**src/hw/rtl/twhsm_pkg.sv**
```systemverilog
`default_nettype none
// ----------------------------------------------------------------------------
// twhsm_pkg
// Types, codes and pin tables shared by the two-wire sensor master.
// ----------------------------------------------------------------------------
package twhsm_pkg;

  localparam logic [2:0] CMD_NONE = 3'd0;
  localparam logic [2:0] CMD_TEMP = 3'd1;
  localparam logic [2:0] CMD_HUMI = 3'd2;
  localparam logic [2:0] CMD_SOFT = 3'd3;
  localparam logic [2:0] CMD_CONN = 3'd4;

  localparam logic [2:0] REG_TEMP_CODE    = 3'd0;
  localparam logic [2:0] REG_HUMI_CODE    = 3'd1;
  localparam logic [2:0] REG_RESET_CODE   = 3'd2;
  localparam logic [2:0] REG_READY_TMO    = 3'd3;
  localparam logic [2:0] REG_RESET_WAIT   = 3'd4;

  localparam logic [3:0] RESET_CLOCKS = 4'd9;
  localparam logic [3:0] BYTE_BITS    = 4'd8;
  localparam logic [1:0] READ_BYTES   = 2'd3;
  localparam logic [2:0] START_LAST   = 3'd5;

  typedef enum logic [8:0] {
    PH_IDLE   = 9'b000000001,
    PH_CLOCKS = 9'b000000010,
    PH_START  = 9'b000000100,
    PH_WRITE  = 9'b000001000,
    PH_WACK   = 9'b000010000,
    PH_READY  = 9'b000100000,
    PH_READ   = 9'b001000000,
    PH_RACK   = 9'b010000000,
    PH_RWAIT  = 9'b100000000
  } phase_t;

  typedef struct packed {
    logic [2:0] command;
    logic       data_line_in;
  } in_t;

  typedef struct packed {
    logic        clock_line;
    logic        data_line_out;
    logic        data_line_enable;
    logic        busy_res;
    logic        done_res;
    logic [15:0] measured_value;
    logic [7:0]  checksum_byte;
    logic        no_acknowledge;
    logic        ready_timeout;
  } out_t;

  typedef struct packed {
    logic [7:0]  temp_code;
    logic [7:0]  humi_code;
    logic [7:0]  reset_code;
    logic [15:0] ready_timeout_ticks;
    logic [7:0]  reset_wait_ticks;
  } cfg_t;

  typedef struct packed {
    phase_t      phase;
    logic [2:0]  sub_step;
    logic [3:0]  bit_counter;
    logic [1:0]  byte_counter;
    logic [7:0]  shift_reg;
    logic [15:0] value_reg;
    logic [7:0]  checksum_reg;
    logic [1:0]  error_flags;
    logic [15:0] wait_counter;
    logic [2:0]  pending_cmd;
  } state_t;

  // start condition pins, {clock, data} per tick
  function automatic logic [1:0] start_pins(input logic [2:0] step);
    logic [1:0] pins;
    case (step)
      3'd0:    pins = 2'b01;
      3'd1:    pins = 2'b11;
      3'd2:    pins = 2'b10;
      3'd3:    pins = 2'b00;
      3'd4:    pins = 2'b10;
      3'd5:    pins = 2'b11;
      3'd6:    pins = 2'b01;
      default: pins = 2'b11;
    endcase
    return pins;
  endfunction

endpackage
`default_nettype wire

```
**src/hw/rtl/twhsm_step.sv**
```systemverilog
`default_nettype none
// ----------------------------------------------------------------------------
// twhsm_step
// One tick of the bus sequencer: next state and pin/status beat.
// ----------------------------------------------------------------------------
module twhsm_step import twhsm_pkg::*; (
  input  var state_t st,
  input  var cfg_t   cfg,
  input  var in_t    item,
  output state_t     st_next,
  output out_t       res
);

  always_comb begin
    state_t s;
    logic   clk_l;
    logic   dout;
    logic   oe;
    logic   busy;
    logic   fin;
    logic [7:0] sh;

    s = st;
    clk_l = 1'b0;
    dout = 1'b1;
    oe = 1'b0;
    busy = 1'b0;
    fin = 1'b0;
    sh = '0;

    if (s.phase == PH_IDLE &&
        (item.command == CMD_TEMP || item.command == CMD_HUMI ||
         item.command == CMD_SOFT || item.command == CMD_CONN)) begin
      s.pending_cmd = item.command;
      s.error_flags = '0;
      s.sub_step = '0;
      s.bit_counter = '0;
      s.byte_counter = '0;
      s.wait_counter = '0;
      s.phase = (item.command == CMD_TEMP || item.command == CMD_HUMI) ?
                PH_START : PH_CLOCKS;
    end

    if (s.phase != PH_IDLE) begin
      busy = 1'b1;
      case (s.phase)
        PH_CLOCKS: begin
          oe = 1'b1;
          clk_l = (s.sub_step == 3'd0);
          if (s.sub_step == 3'd0) begin
            s.sub_step = 3'd1;
          end else begin
            s.sub_step = '0;
            s.bit_counter = s.bit_counter + 4'd1;
            if (s.bit_counter >= RESET_CLOCKS) begin
              s.bit_counter = '0;
              s.phase = PH_START;
            end
          end
        end
        PH_START: begin
          oe = 1'b1;
          {clk_l, dout} = start_pins(s.sub_step);
          if (s.sub_step < START_LAST) begin
            s.sub_step = s.sub_step + 3'd1;
          end else begin
            s.sub_step = '0;
            if (s.pending_cmd == CMD_CONN) begin
              fin = 1'b1;
            end else begin
              s.bit_counter = '0;
              s.shift_reg = (s.pending_cmd == CMD_TEMP) ? cfg.temp_code :
                            (s.pending_cmd == CMD_HUMI) ? cfg.humi_code :
                            cfg.reset_code;
              s.phase = PH_WRITE;
            end
          end
        end
        PH_WRITE: begin
          oe = 1'b1;
          dout = s.shift_reg[7];
          clk_l = (s.sub_step == 3'd1);
          if (s.sub_step < 3'd2) begin
            s.sub_step = s.sub_step + 3'd1;
          end else begin
            s.sub_step = '0;
            s.shift_reg = {s.shift_reg[6:0], 1'b0};
            s.bit_counter = s.bit_counter + 4'd1;
            if (s.bit_counter >= BYTE_BITS) begin
              s.bit_counter = '0;
              s.phase = PH_WACK;
            end
          end
        end
        PH_WACK: begin
          clk_l = 1'b1;
          if (item.data_line_in) begin
            s.error_flags[0] = 1'b1;
          end
          s.wait_counter = '0;
          if (s.pending_cmd == CMD_SOFT) begin
            if (cfg.reset_wait_ticks == 8'd0) begin
              fin = 1'b1;
            end else begin
              s.phase = PH_RWAIT;
            end
          end else begin
            s.phase = PH_READY;
          end
        end
        PH_READY: begin
          if (item.data_line_in) begin
            s.wait_counter = s.wait_counter + 16'd1;
          end
          if (!item.data_line_in || s.wait_counter >= cfg.ready_timeout_ticks) begin
            if (item.data_line_in) begin
              s.error_flags[1] = 1'b1;
            end
            s.phase = PH_READ;
            s.sub_step = '0;
            s.bit_counter = '0;
            s.byte_counter = '0;
            s.shift_reg = '0;
          end
        end
        PH_READ: begin
          clk_l = (s.sub_step == 3'd1);
          if (s.sub_step == 3'd0) begin
            s.sub_step = 3'd1;
          end else begin
            s.sub_step = '0;
            sh = {s.shift_reg[6:0], item.data_line_in};
            s.shift_reg = sh;
            s.bit_counter = s.bit_counter + 4'd1;
            if (s.bit_counter >= BYTE_BITS) begin
              s.bit_counter = '0;
              case (s.byte_counter)
                2'd0:    s.value_reg[15:8] = sh;
                2'd1:    s.value_reg[7:0] = sh;
                default: s.checksum_reg = sh;
              endcase
              s.shift_reg = '0;
              s.phase = PH_RACK;
            end
          end
        end
        PH_RACK: begin
          oe = 1'b1;
          dout = (s.byte_counter >= 2'd2);
          clk_l = (s.sub_step == 3'd1);
          if (s.sub_step < 3'd2) begin
            s.sub_step = s.sub_step + 3'd1;
          end else begin
            s.sub_step = '0;
            s.byte_counter = s.byte_counter + 2'd1;
            if (s.byte_counter >= READ_BYTES) begin
              s.byte_counter = '0;
              fin = 1'b1;
            end else begin
              s.phase = PH_READ;
            end
          end
        end
        PH_RWAIT: begin
          s.wait_counter = s.wait_counter + 16'd1;
          if (s.wait_counter >= {8'd0, cfg.reset_wait_ticks}) begin
            fin = 1'b1;
          end
        end
        default: begin
          fin = 1'b1;
        end
      endcase
      if (fin) begin
        s.phase = PH_IDLE;
        s.sub_step = '0;
        s.bit_counter = '0;
        s.byte_counter = '0;
      end
    end

    st_next = s;
    res.clock_line = clk_l;
    res.data_line_out = dout;
    res.data_line_enable = oe;
    res.busy_res = busy;
    res.done_res = fin;
    res.measured_value = s.value_reg;
    res.checksum_byte = s.checksum_reg;
    res.no_acknowledge = s.error_flags[0];
    res.ready_timeout = s.error_flags[1];
  end

endmodule
`default_nettype wire

```
**src/hw/rtl/two_wire_humidity_sensor_master.sv**
```systemverilog
`default_nettype none
// ----------------------------------------------------------------------------
// two_wire_humidity_sensor_master
// Tick-driven master for a two-wire humidity and temperature sensor bus.
// ----------------------------------------------------------------------------
// Each input beat is one bus tick carrying an optional command and the sampled
// data line; each accepted tick yields exactly one output beat with the pin
// levels for that tick, busy/done status, the measured value, checksum and
// error flags. One tick is taken every clock cycle unless stalled: the
// sequencer step is a single pass of logic from the state registers to the
// output register, and a one-entry skid stage lets a tick enter while the
// previous beat is still stalled at the output. in_stall rises only when
// both output slots are full. Configuration registers are written through
// cfg_we/cfg_index/cfg_data and must only be changed while no sequence is running.
module two_wire_humidity_sensor_master import twhsm_pkg::*; (
  input  var logic        clk,
  input  var logic        rst,
  input  var logic        cfg_we,
  input  var logic [2:0]  cfg_index,
  input  var logic [15:0] cfg_data,
  input  var logic        in_valid,
  output logic            in_stall,
  input  var in_t         in_data,
  output logic            out_valid,
  input  var logic        out_stall,
  output out_t            out_data
);

  cfg_t   cfg;
  state_t st;
  state_t st_next;
  out_t   res;
  out_t   skid_data;
  logic   skid_valid;
  logic   in_acc;
  logic   out_take;

  assign in_stall = skid_valid;
  assign in_acc = in_valid && !in_stall;
  assign out_take = out_valid && !out_stall;

  twhsm_step u_step (
    .st      (st),
    .cfg     (cfg),
    .item    (in_data),
    .st_next (st_next),
    .res     (res)
  );

  always_ff @(posedge clk) begin
    if (rst) begin
      cfg.temp_code <= 8'd3;
      cfg.humi_code <= 8'd5;
      cfg.reset_code <= 8'd30;
      cfg.ready_timeout_ticks <= 16'hFFFF;
      cfg.reset_wait_ticks <= 8'd15;
    end else if (cfg_we) begin
      case (cfg_index)
        REG_TEMP_CODE:  cfg.temp_code <= cfg_data[7:0];
        REG_HUMI_CODE:  cfg.humi_code <= cfg_data[7:0];
        REG_RESET_CODE: cfg.reset_code <= cfg_data[7:0];
        REG_READY_TMO:  cfg.ready_timeout_ticks <= cfg_data;
        REG_RESET_WAIT: cfg.reset_wait_ticks <= cfg_data[7:0];
        default: ;
      endcase
    end
  end

  always_ff @(posedge clk) begin
    if (rst) begin
      st.phase <= PH_IDLE;
      st.sub_step <= '0;
      st.bit_counter <= '0;
      st.byte_counter <= '0;
      st.shift_reg <= '0;
      st.value_reg <= '0;
      st.checksum_reg <= '0;
      st.error_flags <= '0;
      st.wait_counter <= '0;
      st.pending_cmd <= CMD_NONE;
    end else if (in_acc) begin
      st <= st_next;
    end
  end

  // output register plus skid slot
  always_ff @(posedge clk) begin
    if (rst) begin
      out_valid <= 1'b0;
      skid_valid <= 1'b0;
    end else begin
      if (skid_valid) begin
        if (out_take) begin
          skid_valid <= 1'b0;
        end
      end else if (in_acc) begin
        if (out_valid && !out_take) begin
          skid_valid <= 1'b1;
        end else begin
          out_valid <= 1'b1;
        end
      end else if (out_take) begin
        out_valid <= 1'b0;
      end
    end
  end

  always_ff @(posedge clk) begin
    if (skid_valid) begin
      if (out_take) begin
        out_data <= skid_data;
      end
    end else if (in_acc) begin
      if (out_valid && !out_take) begin
        skid_data <= res;
      end else begin
        out_data <= res;
      end
    end
  end

`ifndef SYNTHESIS
  a_done_busy: assert property (@(posedge clk) disable iff (rst)
    out_valid && out_data.done_res |-> out_data.busy_res)
    else $error("done beat without busy");

  a_released_high: assert property (@(posedge clk) disable iff (rst)
    out_valid && !out_data.data_line_enable |-> out_data.data_line_out)
    else $error("released data line not high");

  a_skid_order: assert property (@(posedge clk) disable iff (rst)
    skid_valid |-> out_valid)
    else $error("skid slot full with output empty");

  a_reset_empty: assert property (@(posedge clk)
    rst |=> !out_valid && !skid_valid)
    else $error("output not empty after reset");

  a_idle_pins: assert property (@(posedge clk) disable iff (rst)
    out_valid && !out_data.busy_res |-> !out_data.clock_line && !out_data.data_line_enable)
    else $error("pins driven while idle");
`endif

endmodule
`default_nettype wire

```
**config.mk**
```make
export PLATFORM = sky130hd
export DESIGN_NAME = two_wire_humidity_sensor_master
export DESIGN_NICKNAME = d
export VERILOG_FILES = /design/src/hw/rtl/twhsm_pkg.sv /design/src/hw/rtl/twhsm_step.sv /design/src/hw/rtl/two_wire_humidity_sensor_master.sv
export SDC_FILE = /design/constraint.sdc
export NUM_CORES = 1
export LEC_CHECK = 0
export ABC_AREA = 0
export BUFFER_PORTS_ARGS = -buffer_cell sky130_fd_sc_hd__buf_4
export CAP_MARGIN = 40
export CELL_PAD_IN_SITES_DETAIL_PLACEMENT = 0
export CELL_PAD_IN_SITES_GLOBAL_PLACEMENT = 2
export CORE_AREA = 2 2 172 174
export CTS_CLUSTER_SIZE = 12
export DETAILED_ROUTE_END_ITERATION = 8
export DIE_AREA = 0 0 174 176
export PLACE_DENSITY_LB_ADDON = 0.1
export SLEW_MARGIN = 20
export SYNTH_ARGS = -nofsm -noshare
export SYNTH_HDL_FRONTEND = slang
export SYNTH_SLANG_ARGS = --single-unit
```
**constraint.sdc**
```tcl
create_clock -name clk -period 5.7 [get_ports clk]
set_input_delay 1.14 -clock clk [delete_from_list [all_inputs] [get_ports clk]]
set_output_delay 1.14 -clock clk [all_outputs]
set_load 0.01 [all_outputs]
```
==> reports/metrics.yaml, run 1 <==
run_status:
  outcome: "completed"
finish:
  fraction_of_final_layout_cells_sized_beyond_drive_strength_1_pct: 16.3
  utilization_pct: 40.3
  area_added_between_synthesis_and_finish_pct: 15.4
  antenna_cells_inserted: 0
  layout.nets: 1226
  fillCellCount: 2959
detailed_routing:
  drtPass1Iterations: 5
  drc_errors: 0
  dr_total_vias: 8141
  drt-initial-drc-count: 590
  ant_nets: 0
  detail_route.wl_per_cell_um: 18.4
  detail_route.vias_per_cell: 5.21
  total_length_of_routed_wires_mm: 28.7
clock_tree:
  ctsResizeCount: 0
  cts_hold_buf: 0
  postCtsSetupBuffers: 0
  tritoncts_buffers: 17
  clk_pin_slew_ps: 80
  cts.sinks: 183
  cts_htree_levels: 4
  clk_root_buffer_cell: "sky130_fd_sc_hd__clkbuf_16"
  worstSkewPairLatency_ps: 440
  tritoncts_clock_tree: "yes"
  cts.path.max_buffers: 2
worst_setup_path:
  path_class: "in -> reg"
  crit_path_start_kind: "primary input"
  timing.critical_path.fanout_max: 9
  worst-endpoint-required_ps: 6010
  crit_arrival_ps: 5520
  setup.worst_path.end_class: "register"
logic_synthesis:
  synth_fa_ha_area_share_pct: 4.01
  synth_area_per_inst_um2: 8.87
  synth_compound_gate_area_share_pct: 14.1
  ys.flop_type: "sky130_fd_sc_hd__dfxtp_1"
  ys.warnings.count: 0
  synthDominantAreaCellType: "sky130_fd_sc_hd__dfxtp_1"
  asyncSetResetFlopFracSynth_pct: 0
  synth_xor_xnor_area_share_pct: 2.81
  netlist-cell-type-count: 75
  synth_sequential_area_ratio_pct: 43.0
  synth_cells: 1125
  yosys.cell_count.top_type: "sky130_fd_sc_hd__nand2_1"
  main_combinational_cell_family_by_area_after_synthesis: "simple AND/OR/NAND/NOR gates"
  synth_seq_cells: 183
  postSynthNetCount: 1185
  synthSimpleGateAreaFrac_pct: 24.0
  muxShareOfSynthArea_pct: 8.00
  synthDominantCellAreaShare_pct: 24.3
  synth_commonest_cells: "sky130_fd_sc_hd__nand2_1 (207), sky130_fd_sc_hd__dfxtp_1 (121), sky130_fd_sc_hd__nor2_1 (101)"
  netlist_area_before_placement_um2: 9970
  synth.top_cells.by_area: "sky130_fd_sc_hd__dfxtp_1 (24%), sky130_fd_sc_hd__edfxtp_1 (19%), sky130_fd_sc_hd__nand2_1 (7.8%), sky130_fd_sc_hd__mux2_2 (5.2%), sky130_fd_sc_hd__ha_1 (4.0%)"
  synth_enable_flop_cells: 62
grt:
  global_route.usage.total_pct: 19.3
  use_met2_pct: 31.5
  global_route.peak_usage_layer: "met2"
  grt_max_degree: 71
  number_of_global_route_vias_before_repair: 7990
  grt_antenna_before_repair: 0
  grt-ovfl-total: 0
  m1_gr_usage_pct: 27.0
  grt_util_met3_pct: 2.28
  global_route_wire_length_before_repair_mm: 46.5
floorplan:
  ioPinCount: 61
  die-width_um: 174
  die-height_um: 176
  die-area_um2: 30600
  fp.coreArea_um2: 28500
  initial_utilization_pct: 34.9
  placement_rows: 62
power_and_ir_drop:
  total_power_uw: 3010
  power.density_nw_per_um2: 262
  power.leakage_uw: 0.00449
  vdd.ir_drop.worst_mv: 0.140
sta:
  grt_setup_unrepaired: "no"
  worst_slew_margin_rel_pct: 52.4
  fin_skew_ps: 18.0
  fin_tns_setup_ps: 0
  period_needed_ps: 5210
  whs_ps: 451
  max_freq_ghz: 0.192
  hold_violations: 0
  max_slew_violation_count: 0
  worst-slew-pin-transition_ps: 710
  fin_crit_sh_pct: 91.4
  final-setup-viol-count: 0
placed_design:
  detailed_place_hpwl_mm: 20.2
  i_o_buffers: 60
  globalplace.congestion: 0.820
hold_path:
  worstHoldPathType: "reg -> reg"
job:
  drv_cap: 0
==> placed cells by master (no fill, tap or decap), drive strengths merged, types with 11 or more instances in the layout <==
master / synthesis / routed
a22oi: 12 / 12
dfxtp: 121 / 121
ha: 32 / 32
a21oi: 71 / 71
edfxtp: 62 / 62
xor2: 21 / 21
o21ai: 43 / 43
a211oi: 24 / 24
mux2: 54 / 54
mux2i: 19 / 19
clkbuf: 46 / 17
and3: 12 / 12
nor2b: 12 / 12
nor3: 31 / 31
xnor2: 11 / 11
nand3: 25 / 25
buf: 23 / 91
inv: 31 / 35
nor2: 101 / 101
nand2: 208 / 208
nand3b: 29 / 29
nor4: 13 / 13
nand4: 14 / 14
==> worst max-delay path, stage by stage <==
cell and delay [ps]:
sky130_fd_sc_hd__buf_4 140, sky130_fd_sc_hd__or3_1 360, sky130_fd_sc_hd__and2_1 180, sky130_fd_sc_hd__nand2_1 150, sky130_fd_sc_hd__and2_1 180, sky130_fd_sc_hd__ha_1 190
sky130_fd_sc_hd__nand4_1 160, sky130_fd_sc_hd__or3_1 370, sky130_fd_sc_hd__nor3_1 250, sky130_fd_sc_hd__nand2_1 100, sky130_fd_sc_hd__xor2_1 160, sky130_fd_sc_hd__nor2_1 60
sky130_fd_sc_hd__ha_1 270, sky130_fd_sc_hd__nand2_1 50, sky130_fd_sc_hd__o21ai_0 230, sky130_fd_sc_hd__a21oi_1 110, sky130_fd_sc_hd__o21bai_1 340, sky130_fd_sc_hd__o21a_1 290
sky130_fd_sc_hd__nand3_1 200, sky130_fd_sc_hd__a2111oi_0 500, sky130_fd_sc_hd__nor4_1 90
==> registers in the layout, summed over array words and instances (netlist names) <==
| name | cells |
|---|---|
| cfg | 48 |
| in_stall | 1 |
| out_data | 31 |
| out_valid | 1 |
| skid_data | 31 |
| st | 71 |
==> worst paths after layout <==
kind,slack [ps],to,startpoint,cells past startpoint
worst max register to register,890,st[56],st[64],20
worst min register to register,450,st[36],st[36],2
worst min-delay path,450,st[36],st[36],2
worst max-delay path,490,st[56],in_data[1],21
==> metal layers <==
layer / part of all wire (%) / vias to the layer above / wire, um
li1: - / 4109 / -
met4: 1.7 / 0 / 480
met3: 3.0 / 31 / 860
met1: 49 / 3845 / 14100
met5: 0 / - / 0
met2: 46 / 156 / 13200
==> cell families after synthesis <==
group | count (synthesis)
buffers and inverters | 100
AOI/OAI and AO/OA | 217
DFF | 183
and+or+nand+nor | 488
adders and majority gates | 32
xor gates and xnor gates | 32
muxes | 73
==> through the flow <==
stage | cells | cell area [um2] | worst slack, ps
2_1_floorplan | 1125 | 9970 | 70.6
3_3_place_gp | 1527 | 10800 | 161
3_5_place_dp | 1531 | 10900 | 65.4
4_1_cts | 1563 | 11500 | 517
5_1_grt | 1563 | 11500 | 72.0
6_report | 1563 | 11500 | 488
==> power by group <==
group	switching [uW]	internal (uW)	leakage, uW	total [uW]
Combinational	210	127	0.00263	338
Sequential	27.7	1390	0.00156	1420
Clock	644	611	0.000302	1260
Total	882	2130	0.00449	3010
==> area by class of cell <==
type / instances / area, um2 / area share (%)
multi-input combinational: 842 / 5290 / 45.9
timing repair buffer: 91 / 701 / 6.08
clock inverter: 15 / 220 / 1.91
tap: 384 / 480 / 4.17
inverter: 31 / 116 / 1.01
clock buffer: 17 / 425 / 3.69
sequential: 183 / 4280 / 37.2
Note: power is estimated with default switching activity, not from simulation.
==> inputs of run 2 (changes only) <==
--- a/config.mk
+++ b/config.mk
@@ -10,12 +10,11 @@
 export CAP_MARGIN = 40
 export CELL_PAD_IN_SITES_DETAIL_PLACEMENT = 0
 export CELL_PAD_IN_SITES_GLOBAL_PLACEMENT = 2
-export CORE_AREA = 2 2 172 174
+export CORE_AREA = 10 10 180 182
 export CTS_CLUSTER_SIZE = 12
 export DETAILED_ROUTE_END_ITERATION = 8
-export DIE_AREA = 0 0 174 176
+export DIE_AREA = 0 0 190 192
 export PLACE_DENSITY_LB_ADDON = 0.1
-export SLEW_MARGIN = 20
 export SYNTH_ARGS = -nofsm -noshare
 export SYNTH_HDL_FRONTEND = slang
 export SYNTH_SLANG_ARGS = --single-unit
==> run 2 against run 1 <==
First-iteration DRC count is 4.6% higher. Fmax down 0.29%. Wire length rose by 1.4%. Worst setup slack lost 15 ps. Register-to-register slack improved by 20 ps. Utilization decreased by 0.32 points. Sequential cell count did not move. Worst hold slack got worse by 1.7 ps. Final area fell by 0.52%. Non-clock buffer count is 1 lower. Global-route usage shrank 3.1 points. Clock skew decreased by 7.2 ps. Critical path type unchanged. Highest routed layer unchanged.
==> reports/metrics.yaml, run 2 (same netlist as run 1, synthesis figures left out) <==
worst_setup_path:
  buffers_inverters_on_critical_path: 2
  cp_slowest_cell: "sky130_fd_sc_hd__a2111oi_0"
  critical_path.max_stage_delay_ps: 530
  cpMostUsedCell: "sky130_fd_sc_hd__nand2_1"
  crit_path_start_kind: "primary input"
  launch_instance_of_the_worst_register_to_register_path: "st[63]"
  crit_arrival_ps: 5510
  setup.worst_path.end_class: "register"
  timing.critical_path.fanout_max: 5
  path_class: "in -> reg"
  cell_chain_critical_path: "buf_4 -> or3_1 -> and2_1 -> nand2_1 -> and2_1 -> ha_1 -> nand4_1 -> or3_1 -> nor3_1 -> nand2_1 -> xor2_1 -> nor2_1 -> ha_1 -> nand2_1 -> o21ai_0 -> a21oi_1 -> o21bai_1 -> buf_4 -> o21a_1 -> nand3_1 -> a2111oi_0 -> nor4_1"
  critPathLaunch: "in_data[2]"
  path_delay_family: "simple AND/OR/NAND/NOR gates"
  worst-endpoint-required_ps: 5980
finish:
  layout.nets: 1225
  commonest_non_fill_non_tap_cells_in_the_layout: "sky130_fd_sc_hd__nand2_1 (207), sky130_fd_sc_hd__dfxtp_1 (121), sky130_fd_sc_hd__nor2_1 (100)"
  antenna_cells_inserted: 0
  final-seq-area_um2: 4280
  utilization_pct: 40.0
  mostFrequentLayoutCell: "sky130_fd_sc_hd__nand2_1"
  area_added_between_synthesis_and_finish_pct: 14.8
  layout_top_registers: "st x71, cfg x48"
  multiInputGateArea_um2: 5290
  fraction_of_final_layout_cells_sized_beyond_drive_strength_1_pct: 16.1
  fillCellCount: 2871
  largest_register_ffs: 71
  regMostFlops: "st"
floorplan:
  die-area_um2: 36500
  die-height_um: 192
  die-width_um: 190
  fp.coreArea_um2: 28600
  placement_rows: 62
  ioPinCount: 61
  initial_utilization_pct: 34.8
grt:
  use_met2_pct: 25.8
  grt_util_met3_pct: 2.61
  grt_max_degree: 62
  number_of_global_route_vias_before_repair: 8050
  grt_antenna_before_repair: 0
  global_route.peak_usage_layer: "met2"
  m1_gr_usage_pct: 22.2
  global_route.usage.total_pct: 16.2
  global_route_wire_length_before_repair_mm: 46.8
  grt-ovfl-total: 0
sta:
  whs_ps: 450
  fin_skew_ps: 10.8
  max_slew_violation_count: 0
  final-setup-viol-count: 0
  max_freq_ghz: 0.191
  worst-slew-pin-transition_ps: 767
  fin_tns_setup_ps: 0
  period_needed_ps: 5230
  worst_slew_margin_rel_pct: 48.9
  grt_setup_unrepaired: "no"
  hold_violations: 0
  fin_crit_sh_pct: 91.7
job:
  drv_cap: 0
power_and_ir_drop:
  power.leakage_uw: 0.00448
  vdd.ir_drop.worst_mv: 0.184
  power.density_nw_per_um2: 262
clock_tree:
  postCtsSetupBuffers: 0
  tritoncts_clock_tree: "yes"
  cts.sinks: 183
  clk_root_buffer_cell: "sky130_fd_sc_hd__clkbuf_16"
  tritoncts_buffers: 17
  cts.path.max_buffers: 2
  cts_htree_levels: 4
  worstSkewPairLatency_ps: 430
  clk_pin_slew_ps: 70
detailed_routing:
  drc_errors: 0
  detail_route.vias_per_cell: 5.20
  detail_route.wl_per_cell_um: 18.6
  total_length_of_routed_wires_mm: 29.1
  ant_nets: 0
  drt-initial-drc-count: 617
  dr_total_vias: 8128
  drtPass1Iterations: 5
run_status:
  outcome: "completed"
placed_design:
  i_o_buffers: 60
  detailed_place_hpwl_mm: 20.4
  globalplace.congestion: 0.812
hold_path:
  worstHoldPathType: "reg -> reg"
  timing.hold.worst.start: "st[35]"
[run 2: cell count changes in the layout (fill, tap and decap cells not counted), moves of 2 or more]
cell / delta
sky130_fd_sc_hd__inv_12: -3
sky130_fd_sc_hd__inv_6: +4
sky130_fd_sc_hd__clkbuf_1: +2
sky130_fd_sc_hd__clkbuf_8: +3
sky130_fd_sc_hd__clkinv_8: -9
[run 2: final timing paths]
kind	to	slack (ps)	cells after the start
worst min-delay path	st[35]	450	2
worst min register to register	st[35]	450	2
worst max-delay path	st[56]	470	22
worst max register to register	st[56]	910	21
[run 2: metrics by stage]
step | setup slack, ps | cell area [um2] | power, uW | std cells
detailed placement | 25.6 | 10800 | 1800 | 1530
finish | 473 | 11500 | 3000 | 1562
global placement | 116 | 10800 | 1800 | 1527
global route | 60.2 | 11500 | 3130 | 1562
CTS | 455 | 11400 | 3040 | 1562
floorplan | 70.6 | 9970 | 1650 | 1125
[run 2: what timing repair did]
| action | CTS | global route |
|---|---|---|
| resized for setup | 0 | 1 |
| hold buffers | 0 | 0 |
| endpoints found under the setup margin | 0 | 7 |
[run 2: routing by layer]
metal	up-vias	routed length, um	part of all wire, %
met1	3868	14500	50
met4	0	365	1.3
met2	148	13300	46
met3	22	978	3.4
li1	4090	-	-
met5	-	0	0
[run 2: layout make-up]
cell class | count | share of cell area (%)
multi-input cells | 842 | 46.2
repair buffers | 90 | 5.93
clock inverters | 9 | 0.896
flip-flops and latches | 183 | 37.4
well taps | 384 | 4.19
inverters | 31 | 1.02
clock buffers | 23 | 4.36
[run 2: power by group]
group	internal, uW	switching, uW
clock network	678	562
logic	129	213
registers	1390	27.5
[run 2: worst reg2reg max path, stage by stage, from the launching register on]
cell                        delay, ps
sky130_fd_sc_hd__dfxtp_1          540
sky130_fd_sc_hd__nor2b_1          130
sky130_fd_sc_hd__and3_1           250
sky130_fd_sc_hd__nand2_1          190
sky130_fd_sc_hd__and2_1           180
sky130_fd_sc_hd__ha_1             260
sky130_fd_sc_hd__nand4_1          170
sky130_fd_sc_hd__or3_1            360
sky130_fd_sc_hd__nor3_1           250
sky130_fd_sc_hd__nand2_1          100
sky130_fd_sc_hd__xor2_1           160
sky130_fd_sc_hd__nor2_1            60
sky130_fd_sc_hd__ha_1             270
sky130_fd_sc_hd__nand2_1           50
sky130_fd_sc_hd__o21ai_0          240
sky130_fd_sc_hd__a21oi_1          100
sky130_fd_sc_hd__o21bai_1         150
sky130_fd_sc_hd__buf_4            160
sky130_fd_sc_hd__o21a_1           220
sky130_fd_sc_hd__nand3_1          180
sky130_fd_sc_hd__a2111oi_0        530
sky130_fd_sc_hd__nor4_1            90
==> inputs of run 3 (changes only) <==
--- a/config.mk
+++ b/config.mk
@@ -14,7 +14,7 @@
 export CTS_CLUSTER_SIZE = 12
 export DETAILED_ROUTE_END_ITERATION = 8
 export DIE_AREA = 0 0 190 192
-export PLACE_DENSITY_LB_ADDON = 0.1
+export PLACE_DENSITY_LB_ADDON = 0.15
 export SYNTH_ARGS = -nofsm -noshare
 export SYNTH_HDL_FRONTEND = slang
 export SYNTH_SLANG_ARGS = --single-unit
==> run 3 against run 2 <==
Register-to-register slack gained 100 ps. Sequential cell count stayed put. Clock power hardly changed. Utilization barely moved. Combinational power down 1%. Clock skew is 5.2 ps higher. Cell count is 0.26% lower. Worst hold slack gained 1.5 ps.
==> reports/metrics.yaml, run 3 (same netlist as run 1, synthesis figures left out) <==
job:
  drv_cap: 0
sta:
  max_freq_ghz: 0.194
  grt_setup_unrepaired: "no"
  fin_skew_ps: 16.0
  final-setup-viol-count: 0
  fin_tns_setup_ps: 0
  worst_slew_margin_rel_pct: 45.5
  worst-slew-pin-transition_ps: 817
  fin_crit_sh_pct: 90.4
  hold_violations: 0
  max_slew_violation_count: 0
  period_needed_ps: 5160
worst_setup_path:
  cp_slowest_cell: "sky130_fd_sc_hd__or3_1"
  setup.worst_path.end_class: "register"
  reg2reg_to: "st[52]"
  critical_path.max_stage_delay_ps: 360
  crit_path_start_kind: "primary input"
  path_class: "in -> reg"
  ff2ff_setup_slack_ps: 1010
  launch_instance_of_the_worst_register_to_register_path: "st[63]"
  depth_of_the_most_critical_reg_to_reg_path: 22
  cell_chain_critical_path: "buf_4 -> or3_1 -> and2_1 -> nand2_1 -> and2_1 -> ha_1 -> nand4_1 -> or3_1 -> nor3_1 -> nand2_1 -> xor2_1 -> nor2_1 -> ha_1 -> nand2_1 -> o21ai_0 -> a21oi_1 -> o21bai_1 -> buf_4 -> o21a_1 -> buf_4 -> nand3_1 -> a211oi_1 -> nor3_1"
  worst-endpoint-required_ps: 6000
  timing.critical_path.fanout_max: 9
  crit_arrival_ps: 5450
clock_tree:
  postCtsSetupBuffers: 0
  cts_hold_buf: 0
  cts.sinks: 183
  cts.path.max_buffers: 2
  worstSkewPairLatency_ps: 450
  clk_pin_slew_ps: 80
  ctsResizeCount: 0
  tritoncts_buffers: 17
  clk_root_buffer_cell: "sky130_fd_sc_hd__clkbuf_16"
  tritoncts_clock_tree: "yes"
  cts_htree_levels: 4
grt:
  grt_max_degree: 76
  global_route.peak_usage_layer: "met2"
  number_of_global_route_vias_before_repair: 8233
  m1_gr_usage_pct: 21.3
  grt-ovfl-total: 0
  grt_util_met3_pct: 2.29
  grt_antenna_before_repair: 0
  global_route_wire_length_before_repair_mm: 46.5
  global_route.usage.total_pct: 16.0
  use_met2_pct: 26.3
floorplan:
  die-area_um2: 36500
  initial_utilization_pct: 34.8
  placement_rows: 62
  die-width_um: 190
  die-height_um: 192
  fp.coreArea_um2: 28600
  ioPinCount: 61
finish:
  mostFrequentLayoutCell: "sky130_fd_sc_hd__nand2_1"
  fillCellCount: 2952
  layout_top_registers: "st x71, cfg x48"
  largest_register_ffs: 71
  fraction_of_final_layout_cells_sized_beyond_drive_strength_1_pct: 15.9
  layout.nets: 1221
  regMostFlops: "st"
  final-seq-area_um2: 4280
  final_cell_area_um2: 11400
  multiInputGateArea_um2: 5300
  commonest_non_fill_non_tap_cells_in_the_layout: "sky130_fd_sc_hd__nand2_1 (207), sky130_fd_sc_hd__dfxtp_1 (121), sky130_fd_sc_hd__nor2_1 (100)"
  antenna_cells_inserted: 0
  area_added_between_synthesis_and_finish_pct: 14.8
detailed_routing:
  detail_route.vias_per_cell: 5.25
  drt-initial-drc-count: 639
  dr_total_vias: 8172
  ant_nets: 0
  total_length_of_routed_wires_mm: 29.0
  drtPass1Iterations: 5
  detail_route.wl_per_cell_um: 18.6
  drc_errors: 0
hold_path:
  min_path_cells: 2
  worstHoldPathType: "reg -> reg"
  min_delay_worst_endpoint: "st[39]"
  timing.hold.worst.start: "st[39]"
placed_design:
  detailed_place_hpwl_mm: 20.3
  detailed_place.area_um2: 10800
  i_o_buffers: 60
  globalplace.congestion: 0.840
power_and_ir_drop:
  total_power_uw: 3000
  power.leakage_uw: 0.00446
  vdd.ir_drop.worst_mv: 0.168
  power.density_nw_per_um2: 263
run_status:
  outcome: "completed"
## run 3: cell types whose count changed in the layout (fill, tap and decap cells not counted), moves of 2 or more
| cell | before | now |
|---|---|---|
| sky130_fd_sc_hd__clkbuf_8 | 3 | 0 |
| sky130_fd_sc_hd__inv_6 | 5 | 2 |
| sky130_fd_sc_hd__buf_4 | 89 | 85 |
| sky130_fd_sc_hd__clkbuf_1 | 2 | 0 |
| sky130_fd_sc_hd__clkinv_8 | 0 | 5 |
| sky130_fd_sc_hd__inv_8 | 1 | 5 |
## run 3: per-stage QoR
stage	hold slack, ps	utilization (%)	setup WS [ps]	cells
2_1_floorplan	428	-	70.6	1125
3_3_place_gp	435	37.7	195	1522
3_5_place_dp	440	37.8	79.3	1526
5_1_grt	463	40.0	73.7	1558
6_report	451	40.0	544	1558
4_1_cts	453	40.0	514	1558
## run 3: routing by layer
layer | vias to the layer above | part of all wire, %
met5 | - | 0
met4 | 0 | 1.7
met3 | 29 | 3.1
met2 | 150 | 46
met1 | 3905 | 49
li1 | 4088 | -
## run 3: where the power goes
part	switching, uW	internal [uW]	total (uW)
Combinational	211	127	338
Sequential	27.9	1390	1420
Clock	644	602	1250
## run 3: cell type report
cell class | count | share of cell area (%)
repair buffers | 86 | 5.75
multi-input cells | 842 | 46.3
clock inverters | 15 | 1.64
clock buffers | 17 | 3.72
inverters | 31 | 1.02
well taps | 384 | 4.20
flip-flops and latches | 183 | 37.4
## run 3: how the worst max path moves through the flow
stage | from | slack (ps) | end
floorplan | in_data[2] | 70 | st[56]
global placement | in_data[1] | 190 | st[49]
detailed placement | in_data[1] | 80 | st[52]
CTS | in_data[1] | 510 | st[52]
global route | in_data[1] | 70 | st[46]
finish | in_data[1] | 540 | st[52]
## run 3: critical path, delay by kind of cell
kind                     cells  cell delay, ps
buffers and inverters        3             430
AO/OA/AOI/OAI                5             990
adder cells (fa/ha/maj)      2             530
AND/OR/NAND/NOR             12            2170
XOR/XNOR                     1             170
